## config.mk

```make
export PLATFORM = sky130hd
export DESIGN_NAME = bump_map_pixel_lighting
export DESIGN_NICKNAME = d
export VERILOG_FILES = /design/src/rtl/bml_pkg.sv /design/src/rtl/bump_map_pixel_lighting.sv
export SDC_FILE = /design/constraint.sdc
export NUM_CORES = 1
export LEC_CHECK = 0
export ABC_AREA = 0
export BUFFER_PORTS_ARGS = -buffer_cell sky130_fd_sc_hd__clkbuf_2
export CAP_MARGIN = 20
export CORE_ASPECT_RATIO = 1.75
export CORE_MARGIN = 4
export CORE_UTILIZATION = 63
export CTS_BUF_LIST = sky130_fd_sc_hd__clkbuf_4
export DETAILED_ROUTE_END_ITERATION = 6
export PLACE_DENSITY = 0.84
export RECOVER_POWER = 25
export SETUP_SLACK_MARGIN = 0.4
export SYNTH_ARGS = -nofsm -noshare
export SYNTH_HDL_FRONTEND = slang
export SYNTH_SLANG_ARGS = --single-unit
```

## constraint.sdc

```tcl
create_clock -name i_clk -period 7.86 [get_ports i_clk]
set_input_delay 0.393 -clock i_clk [delete_from_list [all_inputs] [get_ports i_clk]]
set_output_delay 0.393 -clock i_clk [all_outputs]
set_load 0.005 [all_outputs]
```

## src/rtl/bml_pkg.sv

```systemverilog
`default_nettype none

package bml_pkg;

    // Configuration register indexes.
    localparam logic [2:0] CFG_LIGHT_X          = 3'd0;
    localparam logic [2:0] CFG_LIGHT_Y          = 3'd1;
    localparam logic [2:0] CFG_DEPTH_PERCENT    = 3'd2;
    localparam logic [2:0] CFG_INVERT_DEPTH     = 3'd3;
    localparam logic [2:0] CFG_BLEND_SELECT     = 3'd4;
    localparam logic [2:0] CFG_DEPTH_FROM_FRAME = 3'd5;
    localparam logic [2:0] CFG_SHOW_LIGHT       = 3'd6;

    // Blend modes. The unused code falls back to replace.
    localparam logic [1:0] BLEND_REPLACE = 2'd0;
    localparam logic [1:0] BLEND_ADD     = 2'd1;
    localparam logic [1:0] BLEND_MEAN    = 2'd2;

    // Fixed arithmetic constants.
    localparam logic [6:0]  SHAPE_LIMIT     = 7'd127;
    localparam logic [9:0]  BYTE_CLAMP      = 10'd254;
    localparam logic [6:0]  DEPTH_PCT_RESET = 7'd30;
    localparam logic [31:0] WHITE_PIXEL     = 32'h00FF_FFFF;
    localparam logic [31:0] AVG_KEEP_MASK   = ~32'h0080_8080;

    // Reciprocal of 100 scaled by 2^19; multiplying by 256 folds into a shift of 11.
    localparam logic [12:0] PCT_RECIP = 13'd5243;

    // Depth of a pixel: largest of the three color bytes, optionally inverted.
    function automatic logic [7:0] depth_of(input logic [31:0] p, input logic inv);
        logic [7:0] m;
        m = (p[7:0] > p[15:8]) ? p[7:0] : p[15:8];
        if (p[23:16] > m) begin
            m = p[23:16];
        end
        return inv ? (8'hFF - m) : m;
    endfunction

    // Scaled depth (dp * 256) / 100, exact for every 7-bit percentage.
    function automatic logic [8:0] depth_scale(input logic [6:0] dp);
        logic [19:0] prod;
        prod = 20'(dp) * 20'(PCT_RECIP);
        return prod[19:11];
    endfunction

    // Color byte plus brightness, clamped to 254.
    function automatic logic [7:0] lit_byte(input logic [7:0] b, input logic [8:0] l);
        logic [9:0] v;
        v = 10'(b) + 10'(l);
        return (v > BYTE_CLAMP) ? BYTE_CLAMP[7:0] : v[7:0];
    endfunction

    // Saturating byte add for the additive blend.
    function automatic logic [7:0] sat_add(input logic [7:0] a, input logic [7:0] b);
        logic [8:0] v;
        v = {1'b0, a} + {1'b0, b};
        return v[8] ? 8'hFF : v[7:0];
    endfunction

endpackage

`default_nettype wire

```

## src/rtl/bump_map_pixel_lighting.sv

```systemverilog
// Bump-map lighting, one output pixel per input item.
// Input channel: i_in_valid with the payload ports; the block drives o_in_stall.
// An item is taken at a rising edge with i_in_valid high and o_in_stall low.
// Output channel: o_out_valid with o_out_pixel; the receiver drives i_out_stall.
// Configuration: i_cfg_valid, i_cfg_index and i_cfg_data, with o_cfg_ready always
// high; write only while no item is in flight.
// Pipeline: five register stages (depth and distances, gradient shaping,
// shape product, brightness scaling, clamp and blend). Throughput: one item
// per cycle. Each stage holds only while the stage after it is full and held,
// so bubbles close up and a stalled receiver backs the pipeline up one stage
// at a time; o_in_stall rises only when all five stages are full and the
// output is stalled.
// Reset (synchronous, active low) empties the pipeline and loads the register
// defaults: light at MAX_DIM/2 in both axes, depth 30 percent, no inversion,
// replace mode, depth taken from the frame, light dot hidden.
`default_nettype none

module bump_map_pixel_lighting #(
    parameter int MAX_DIM = 4096
) (
    input  wire logic                         i_clk,
    input  wire logic                         i_rst_n,
    // Configuration write port.
    input  wire logic                         i_cfg_valid,
    output logic                              o_cfg_ready,
    input  wire logic [2:0]                   i_cfg_index,
    input  wire logic [$clog2(MAX_DIM):0]     i_cfg_data,
    // Input channel.
    input  wire logic                         i_in_valid,
    output logic                              o_in_stall,
    input  wire logic [31:0]                  i_source_pixel,
    input  wire logic [31:0]                  i_depth_left,
    input  wire logic [31:0]                  i_depth_right,
    input  wire logic [31:0]                  i_depth_up,
    input  wire logic [31:0]                  i_depth_down,
    input  wire logic [$clog2(MAX_DIM)-1:0]   i_column,
    input  wire logic [$clog2(MAX_DIM)-1:0]   i_row,
    input  wire logic                         i_on_border,
    // Output channel.
    output logic                              o_out_valid,
    input  wire logic                         i_out_stall,
    output logic [31:0]                       o_out_pixel
);

    localparam int CW  = $clog2(MAX_DIM);
    localparam int LW  = CW + 1;
    localparam int DW  = CW + 2;
    localparam int GW  = ((DW > 10) ? DW : 10) + 1;

    // Configuration registers.
    logic [LW-1:0] r_light_x;
    logic [LW-1:0] r_light_y;
    logic [8:0]    r_depth_scale;
    logic          r_invert_depth;
    logic [1:0]    r_blend_select;
    logic          r_depth_from_frame;
    logic          r_show_light;

    assign o_cfg_ready = 1'b1;

    // Register writes; the depth percentage is kept already scaled.
    always_ff @(posedge i_clk) begin
        if (!i_rst_n) begin
            r_light_x          <= LW'(MAX_DIM / 2);
            r_light_y          <= LW'(MAX_DIM / 2);
            r_depth_scale      <= bml_pkg::depth_scale(bml_pkg::DEPTH_PCT_RESET);
            r_invert_depth     <= 1'b0;
            r_blend_select     <= bml_pkg::BLEND_REPLACE;
            r_depth_from_frame <= 1'b1;
            r_show_light       <= 1'b0;
        end else if (i_cfg_valid && o_cfg_ready) begin
            unique case (i_cfg_index)
                bml_pkg::CFG_LIGHT_X:          r_light_x <= i_cfg_data[LW-1:0];
                bml_pkg::CFG_LIGHT_Y:          r_light_y <= i_cfg_data[LW-1:0];
                bml_pkg::CFG_DEPTH_PERCENT: begin
                    r_depth_scale <= bml_pkg::depth_scale(i_cfg_data[6:0]);
                end
                bml_pkg::CFG_INVERT_DEPTH:     r_invert_depth <= i_cfg_data[0];
                bml_pkg::CFG_BLEND_SELECT:     r_blend_select <= i_cfg_data[1:0];
                bml_pkg::CFG_DEPTH_FROM_FRAME: r_depth_from_frame <= i_cfg_data[0];
                bml_pkg::CFG_SHOW_LIGHT:       r_show_light <= i_cfg_data[0];
                default: begin
                end
            endcase
        end
    end

    // Stage valid bits and per-stage load enables.
    logic r_v1, r_v2, r_v3, r_v4, r_v5;
    logic s1_en, s2_en, s3_en, s4_en, s5_en;

    assign s5_en = !r_v5 || !i_out_stall;
    assign s4_en = !r_v4 || s5_en;
    assign s3_en = !r_v3 || s4_en;
    assign s2_en = !r_v2 || s3_en;
    assign s1_en = !r_v1 || s2_en;

    assign o_in_stall  = !s1_en;
    assign o_out_valid = r_v5;

    always_ff @(posedge i_clk) begin
        if (!i_rst_n) begin
            r_v1 <= 1'b0;
            r_v2 <= 1'b0;
            r_v3 <= 1'b0;
            r_v4 <= 1'b0;
            r_v5 <= 1'b0;
        end else begin
            if (s1_en) r_v1 <= i_in_valid;
            if (s2_en) r_v2 <= r_v1;
            if (s3_en) r_v3 <= r_v2;
            if (s4_en) r_v4 <= r_v3;
            if (s5_en) r_v5 <= r_v4;
        end
    end

    // Stage 1: neighbor depths, light distances and the skip decision.
    logic [7:0]        s1_dl, s1_dr, s1_du, s1_dd;
    logic signed [DW-1:0] s1_lx, s1_ly;
    logic              s1_skip, s1_white;

    always_comb begin
        s1_dl    = bml_pkg::depth_of(i_depth_left,  r_invert_depth);
        s1_dr    = bml_pkg::depth_of(i_depth_right, r_invert_depth);
        s1_du    = bml_pkg::depth_of(i_depth_up,    r_invert_depth);
        s1_dd    = bml_pkg::depth_of(i_depth_down,  r_invert_depth);
        s1_lx    = $signed({2'b00, i_column}) - $signed({1'b0, r_light_x});
        s1_ly    = $signed({2'b00, i_row}) - $signed({1'b0, r_light_y});
        s1_skip  = i_on_border || (r_depth_from_frame &&
                   !(|{i_depth_left, i_depth_right, i_depth_up, i_depth_down}));
        s1_white = r_show_light && ({1'b0, i_column} == r_light_x)
                   && ({1'b0, i_row} == r_light_y);
    end

    logic [31:0]          r_s1_src;
    logic [7:0]           r_s1_dl, r_s1_dr, r_s1_du, r_s1_dd;
    logic signed [DW-1:0] r_s1_lx, r_s1_ly;
    logic                 r_s1_skip, r_s1_white;

    always_ff @(posedge i_clk) begin
        if (s1_en) begin
            r_s1_src   <= i_source_pixel;
            r_s1_dl    <= s1_dl;
            r_s1_dr    <= s1_dr;
            r_s1_du    <= s1_du;
            r_s1_dd    <= s1_dd;
            r_s1_lx    <= s1_lx;
            r_s1_ly    <= s1_ly;
            r_s1_skip  <= s1_skip;
            r_s1_white <= s1_white;
        end
    end

    // Stage 2: gradients less distance, shaped as 127 - |g|.
    logic signed [GW-1:0] s2_gx, s2_gy;
    logic [GW-1:0]        s2_ax, s2_ay;
    logic                 s2_pos;
    logic [6:0]           s2_t1, s2_t2;

    always_comb begin
        s2_gx  = $signed({{(GW-8){1'b0}}, r_s1_dr}) - $signed({{(GW-8){1'b0}}, r_s1_dl})
                 - $signed({{(GW-DW){r_s1_lx[DW-1]}}, r_s1_lx});
        s2_gy  = $signed({{(GW-8){1'b0}}, r_s1_dd}) - $signed({{(GW-8){1'b0}}, r_s1_du})
                 - $signed({{(GW-DW){r_s1_ly[DW-1]}}, r_s1_ly});
        s2_ax  = s2_gx[GW-1] ? GW'(-s2_gx) : GW'(s2_gx);
        s2_ay  = s2_gy[GW-1] ? GW'(-s2_gy) : GW'(s2_gy);
        s2_pos = (s2_ax < {{(GW-7){1'b0}}, bml_pkg::SHAPE_LIMIT})
                 && (s2_ay < {{(GW-7){1'b0}}, bml_pkg::SHAPE_LIMIT});
        s2_t1  = bml_pkg::SHAPE_LIMIT - s2_ax[6:0];
        s2_t2  = bml_pkg::SHAPE_LIMIT - s2_ay[6:0];
    end

    logic [31:0] r_s2_src;
    logic [6:0]  r_s2_t1, r_s2_t2;
    logic        r_s2_pos, r_s2_skip, r_s2_white;

    always_ff @(posedge i_clk) begin
        if (s2_en) begin
            r_s2_src   <= r_s1_src;
            r_s2_t1    <= s2_t1;
            r_s2_t2    <= s2_t2;
            r_s2_pos   <= s2_pos;
            r_s2_skip  <= r_s1_skip;
            r_s2_white <= r_s1_white;
        end
    end

    // Stage 3: product of the shaped terms; zero when either is not positive.
    logic [31:0] r_s3_src;
    logic [13:0] r_s3_prod;
    logic        r_s3_skip, r_s3_white;

    always_ff @(posedge i_clk) begin
        if (s3_en) begin
            r_s3_src   <= r_s2_src;
            r_s3_prod  <= r_s2_pos ? (14'(r_s2_t1) * 14'(r_s2_t2)) : 14'd0;
            r_s3_skip  <= r_s2_skip;
            r_s3_white <= r_s2_white;
        end
    end

    // Stage 4: brightness = (product * scaled depth) >> 14.
    logic [22:0] s4_full;

    assign s4_full = 23'(r_s3_prod) * 23'(r_depth_scale);

    logic [31:0] r_s4_src;
    logic [8:0]  r_s4_light;
    logic        r_s4_skip, r_s4_white;

    always_ff @(posedge i_clk) begin
        if (s4_en) begin
            r_s4_src   <= r_s3_src;
            r_s4_light <= s4_full[22:14];
            r_s4_skip  <= r_s3_skip;
            r_s4_white <= r_s3_white;
        end
    end

    // Stage 5: lit pixel, blend, and the cleared-pixel override.
    logic [31:0] s5_lit, s5_blend, s5_result;

    always_comb begin
        s5_lit = {r_s4_src[31:24],
                  bml_pkg::lit_byte(r_s4_src[23:16], r_s4_light),
                  bml_pkg::lit_byte(r_s4_src[15:8],  r_s4_light),
                  bml_pkg::lit_byte(r_s4_src[7:0],   r_s4_light)};
        unique case (r_blend_select)
            bml_pkg::BLEND_ADD: begin
                s5_blend = {8'h00,
                            bml_pkg::sat_add(r_s4_src[23:16], s5_lit[23:16]),
                            bml_pkg::sat_add(r_s4_src[15:8],  s5_lit[15:8]),
                            bml_pkg::sat_add(r_s4_src[7:0],   s5_lit[7:0])};
            end
            bml_pkg::BLEND_MEAN: begin
                s5_blend = ((r_s4_src >> 1) & bml_pkg::AVG_KEEP_MASK)
                           + ((s5_lit >> 1) & bml_pkg::AVG_KEEP_MASK);
            end
            default: begin
                s5_blend = s5_lit;
            end
        endcase
        if (r_s4_skip) begin
            s5_result = r_s4_white ? bml_pkg::WHITE_PIXEL : 32'd0;
        end else begin
            s5_result = s5_blend;
        end
    end

    logic [31:0] r_out_pixel;

    always_ff @(posedge i_clk) begin
        if (s5_en) begin
            r_out_pixel <= s5_result;
        end
    end

    assign o_out_pixel = r_out_pixel;

    // The input is held back only when every stage is occupied.
    a_stall_only_when_full: assert property (@(posedge i_clk) disable iff (!i_rst_n)
        o_in_stall |-> (r_v1 && r_v2 && r_v3 && r_v4 && r_v5))
        else $error("input stalled while a pipeline stage is empty");

    // An item leaving the last inner stage shows up at the output.
    a_item_reaches_output: assert property (@(posedge i_clk) disable iff (!i_rst_n)
        (r_v4 && s5_en) |=> o_out_valid)
        else $error("item lost between brightness stage and output");

    // A taken result with nothing behind it leaves the output empty.
    a_output_drains: assert property (@(posedge i_clk) disable iff (!i_rst_n)
        (o_out_valid && !i_out_stall && !r_v4) |=> !o_out_valid)
        else $error("result repeated at the output");

    // A cleared pixel is either zero or the white light dot.
    a_skip_value: assert property (@(posedge i_clk) disable iff (!i_rst_n)
        (r_v4 && s5_en && r_s4_skip) |=>
        (o_out_pixel == 32'd0 || o_out_pixel == bml_pkg::WHITE_PIXEL))
        else $error("cleared pixel has an unexpected value");

endmodule

`default_nettype wire

```

==> results.toml <==
[place]
dp_hpwl_microns = 56900
gp_congestion = 0.989
portBuffers = 239

[sta]
slew_headroom = -0.328
setup_viol = 0
fin_skew_ns = 0.0596
post-route-period-util = 0.753
finalMaxSlewViolations = 33
fmax_mhz = 169
hold_viol = 0
period_needed_ns = 5.92
tns_ns = 0
rsz0062_at_grt = "false"
max_slew.worst_pin.slew_ns = 1.99

[synthesis]
netlist_area_sq_mm = 0.0261
yosysSeqAreaShare = 0.340
syn_inst = 2643
yosys_warnings = 0
synth_ff_type = "edfxtp_1"
synth_edf_count = 266
syn_nets = 3291
synth_seq_cells = 311
syn_avg_cell_area_sq_um = 9.89
synth.distinct_cells = 100
async_flop_share = 0

[grt]
grt_usage = 0.317
grt-ovfl-total = 0
grt_max_degree = 60
grt_pass1_vias = 23000
antenna_found_initial = 4
grt_pass1_wl_microns = 113000

[die]
die_w_microns = 162
pin_count = 241
rows = 98
initial_core_util = 0.638
die_area_sq_mm = 0.0449
core_sq_mm = 0.0410
die_h_microns = 277

[worst_setup_path]
path_common_cell = "fa_1"
endpoint_kind = "register"
max_stage_delay_ns = 0.65
cp.arrival_ns = 6.45
worstPathCellList = "nand2_1 > fa_1 > inv_1 > fa_1 > fa_1 > fa_1 > ha_1 > a21o_1 > a211oi_1 > a21oi_1 > o211a_1 > o31a_1 > o41ai_1 > o21ai_0 > o21a_1 > nor2_1 > xnor2_1"
critical_path_class = "reg -> reg"
slowest_stage = "dfxtp_1"
crit_fanout = 15
required_ns = 8.39
startpoint_type = "register"

[pwr]
p_total_w = 0.00912
vdd_drop_max_uv = 216
clkPwrFrac = 0.157
pwr-share-seq = 0.237
cellPowerDensity_mw_per_mm2 = 310
power.share.combinational = 0.605
switchingPower_w = 0.00396
switching_share = 0.434
total_leakage_power_nw = 13.9
p_int_w = 0.00516

[clocking]
post_cts_buffers = 0
clockBufferDepth = 3
clk_pin_slew_worst_paths_ns = 0.07
tritoncts = "done"
cts_root_buf = "clkbuf_4"
clock_sinks = 311
h-tree-depth = 3
clkLatencyLatePin_ns = 0.78
cts_buffers = 74

[routing]
dr.pass1.iters = 6
ant_nets = 0
vias = 21200
viasPerCell = 5.95
drcViolationCount = 0
wl_per_cell_microns = 20.0
drt_wl_total_microns = 71300
drtIter0Drc = 1066

[layout]
area_delta_synth_final_pct = 12.5
final_common_cell = "inv_1"
fillers = 3198
fin_nets = 3604
most-common-layout-cells = "inv_1, ha_1, edfxtp_1, nand2_1, clkbuf_2"
drive_gt1_frac = 0.141

[outcome]
outcome = "complete, but fails checks"
violations = "max-capacitance violations, max-slew violations"

[worst_hold_path]
hold_path.class = "in -> reg"

[flow_run]
drv_cap = 1
routing by layer:
metal | vias up | track usage | share of wire
met1 | 10200 | 0.288 | 0.31
met3 | 322 | 0.0431 | 0.043
met5 | - | 0 | 0
met2 | 781 | 0.610 | 0.55
li1 | 9905 | - | -
met4 | 0 | 0.251 | 0.095
cells by family after synthesis:
group / after synthesis / share of synthesized area
AO/OA/AOI/OAI: 512 / 0.126
buffers and inverters: 395 / 0.0581
multiplexers: 53 / 0.0210
flip-flops: 311 / 0.340
AND/OR/NAND/NOR: 771 / 0.150
XOR/XNOR: 158 / 0.0538
adder cells (fa/ha/maj): 442 / 0.252
other: 1 / 0.000143
repair_timing:
action	CTS	global route
hold endpoints to repair	57	0
resized for setup	0	0
hold buffers	49	0
power groups by stage:
stage / combinational [W] / sequential (W) / clock, W
after floorplan: 0.00430 / 0.00213 / 0
after global placement: 0.00522 / 0.00219 / 0
after detailed placement: 0.00545 / 0.00219 / 0
after CTS: 0.00551 / 0.00216 / 0.00145
after global routing: 0.00621 / 0.00218 / 0.00155
final: 0.00552 / 0.00216 / 0.00143
metrics by stage:
stage	util	cells	setup slack [ns]	area, sq um	hold WS (ns)
4_1_cts	0.717	3562	1.99	29400	0.000344
5_1_grt	0.718	3568	1.66	29400	0.0509
3_5_place_dp	0.680	3379	1.97	27900	0.405
3_3_place_gp	0.680	3379	2.09	27900	0.400
6_report	0.718	3568	1.94	29400	0.0441
2_1_floorplan	-	2643	2.44	26100	0.400
path summary, 6_finish.rpt:
kind                    startpoint       endpoint  slack (ns)  cells past startpoint
setup / recovery  r_depth_scale[8]  r_s4_light[8]        1.94                     17
hold / removal       i_cfg_data[6]   r_light_y[6]        0.04                      3
setup reg to reg  r_depth_scale[8]  r_s4_light[8]        1.94                     17
hold reg to reg        r_s2_src[6]    r_s3_src[6]        0.39                      0
critical path, delay by kind of cell, from the launching register on:
kind | cells | cell delay [ns]
flops | 1 | 0.65
xor+xnor | 1 | 0.07
buf+inv | 1 | 0.06
compound gates | 8 | 2.25
simple gates | 2 | 0.26
fa+ha+maj | 5 | 2.40
final cells by class:
type                       count  area [sq um]  share of cell area
multi-input combinational   1937         15800               0.536
sequential                   311          8890               0.302
timing repair buffer         304          1810              0.0614
inverter                     328          1230              0.0419
clock buffer                 105           788              0.0268
tap                          550           688              0.0234
clock inverter                29           239             0.00813
antenna                        4          10.0            0.000340
state kept, by name (all words and copies together), names as in the netlist, 14 cells and up:
signal,count
o_out_pixel,32
r_s1_src,32
r_s2_src,32
r_s3_src,32
r_s4_src,32
r_s1_lx,14
r_s1_ly,14
r_s3_prod,14
cell usage after synthesis (5+ instances only):
| master | n | area [sq um] |
|---|---|---|
| o211ai_1 | 14 | 105 |
| nand4b_1 | 6 | 52.6 |
| o21ai_0 | 117 | 586 |
| and2_1 | 97 | 607 |
| a211oi_1 | 19 | 143 |
| fa_1 | 140 | 2800 |
| nor2_1 | 133 | 499 |
| or2_2 | 8 | 50.1 |
| mux2i_1 | 39 | 390 |
| mux2_2 | 14 | 158 |
| nand2_1 | 237 | 890 |
| and4_1 | 5 | 43.8 |
| a21o_1 | 50 | 375 |
| o31ai_1 | 8 | 60.1 |
| nand4_1 | 21 | 131 |
| nand3_1 | 50 | 250 |
| a221oi_1 | 7 | 61.3 |
| or3_1 | 12 | 75.1 |
| nor2b_1 | 34 | 213 |
| nor4_1 | 38 | 238 |
| o21a_1 | 22 | 165 |
| edfxtp_1 | 266 | 7990 |
| nor3_1 | 36 | 180 |
| xor2_1 | 69 | 604 |
| a21boi_0 | 11 | 82.6 |
| o21bai_1 | 11 | 82.6 |
| and3_1 | 18 | 113 |
| a31oi_1 | 14 | 87.6 |
| or4_1 | 10 | 75.1 |
| a21oi_1 | 161 | 806 |
| xnor2_1 | 86 | 753 |
| ha_1 | 302 | 3780 |
| inv_1 | 328 | 1230 |
| nand2b_1 | 35 | 219 |
| nor4b_1 | 5 | 43.8 |
| dfxtp_1 | 45 | 901 |
| o41ai_1 | 5 | 43.8 |
| o21ai_1 | 12 | 60.1 |
| nand3b_1 | 5 | 37.5 |
| clkbuf_1 | 59 | 221 |
Note: power is estimated with default switching activity, not from simulation.
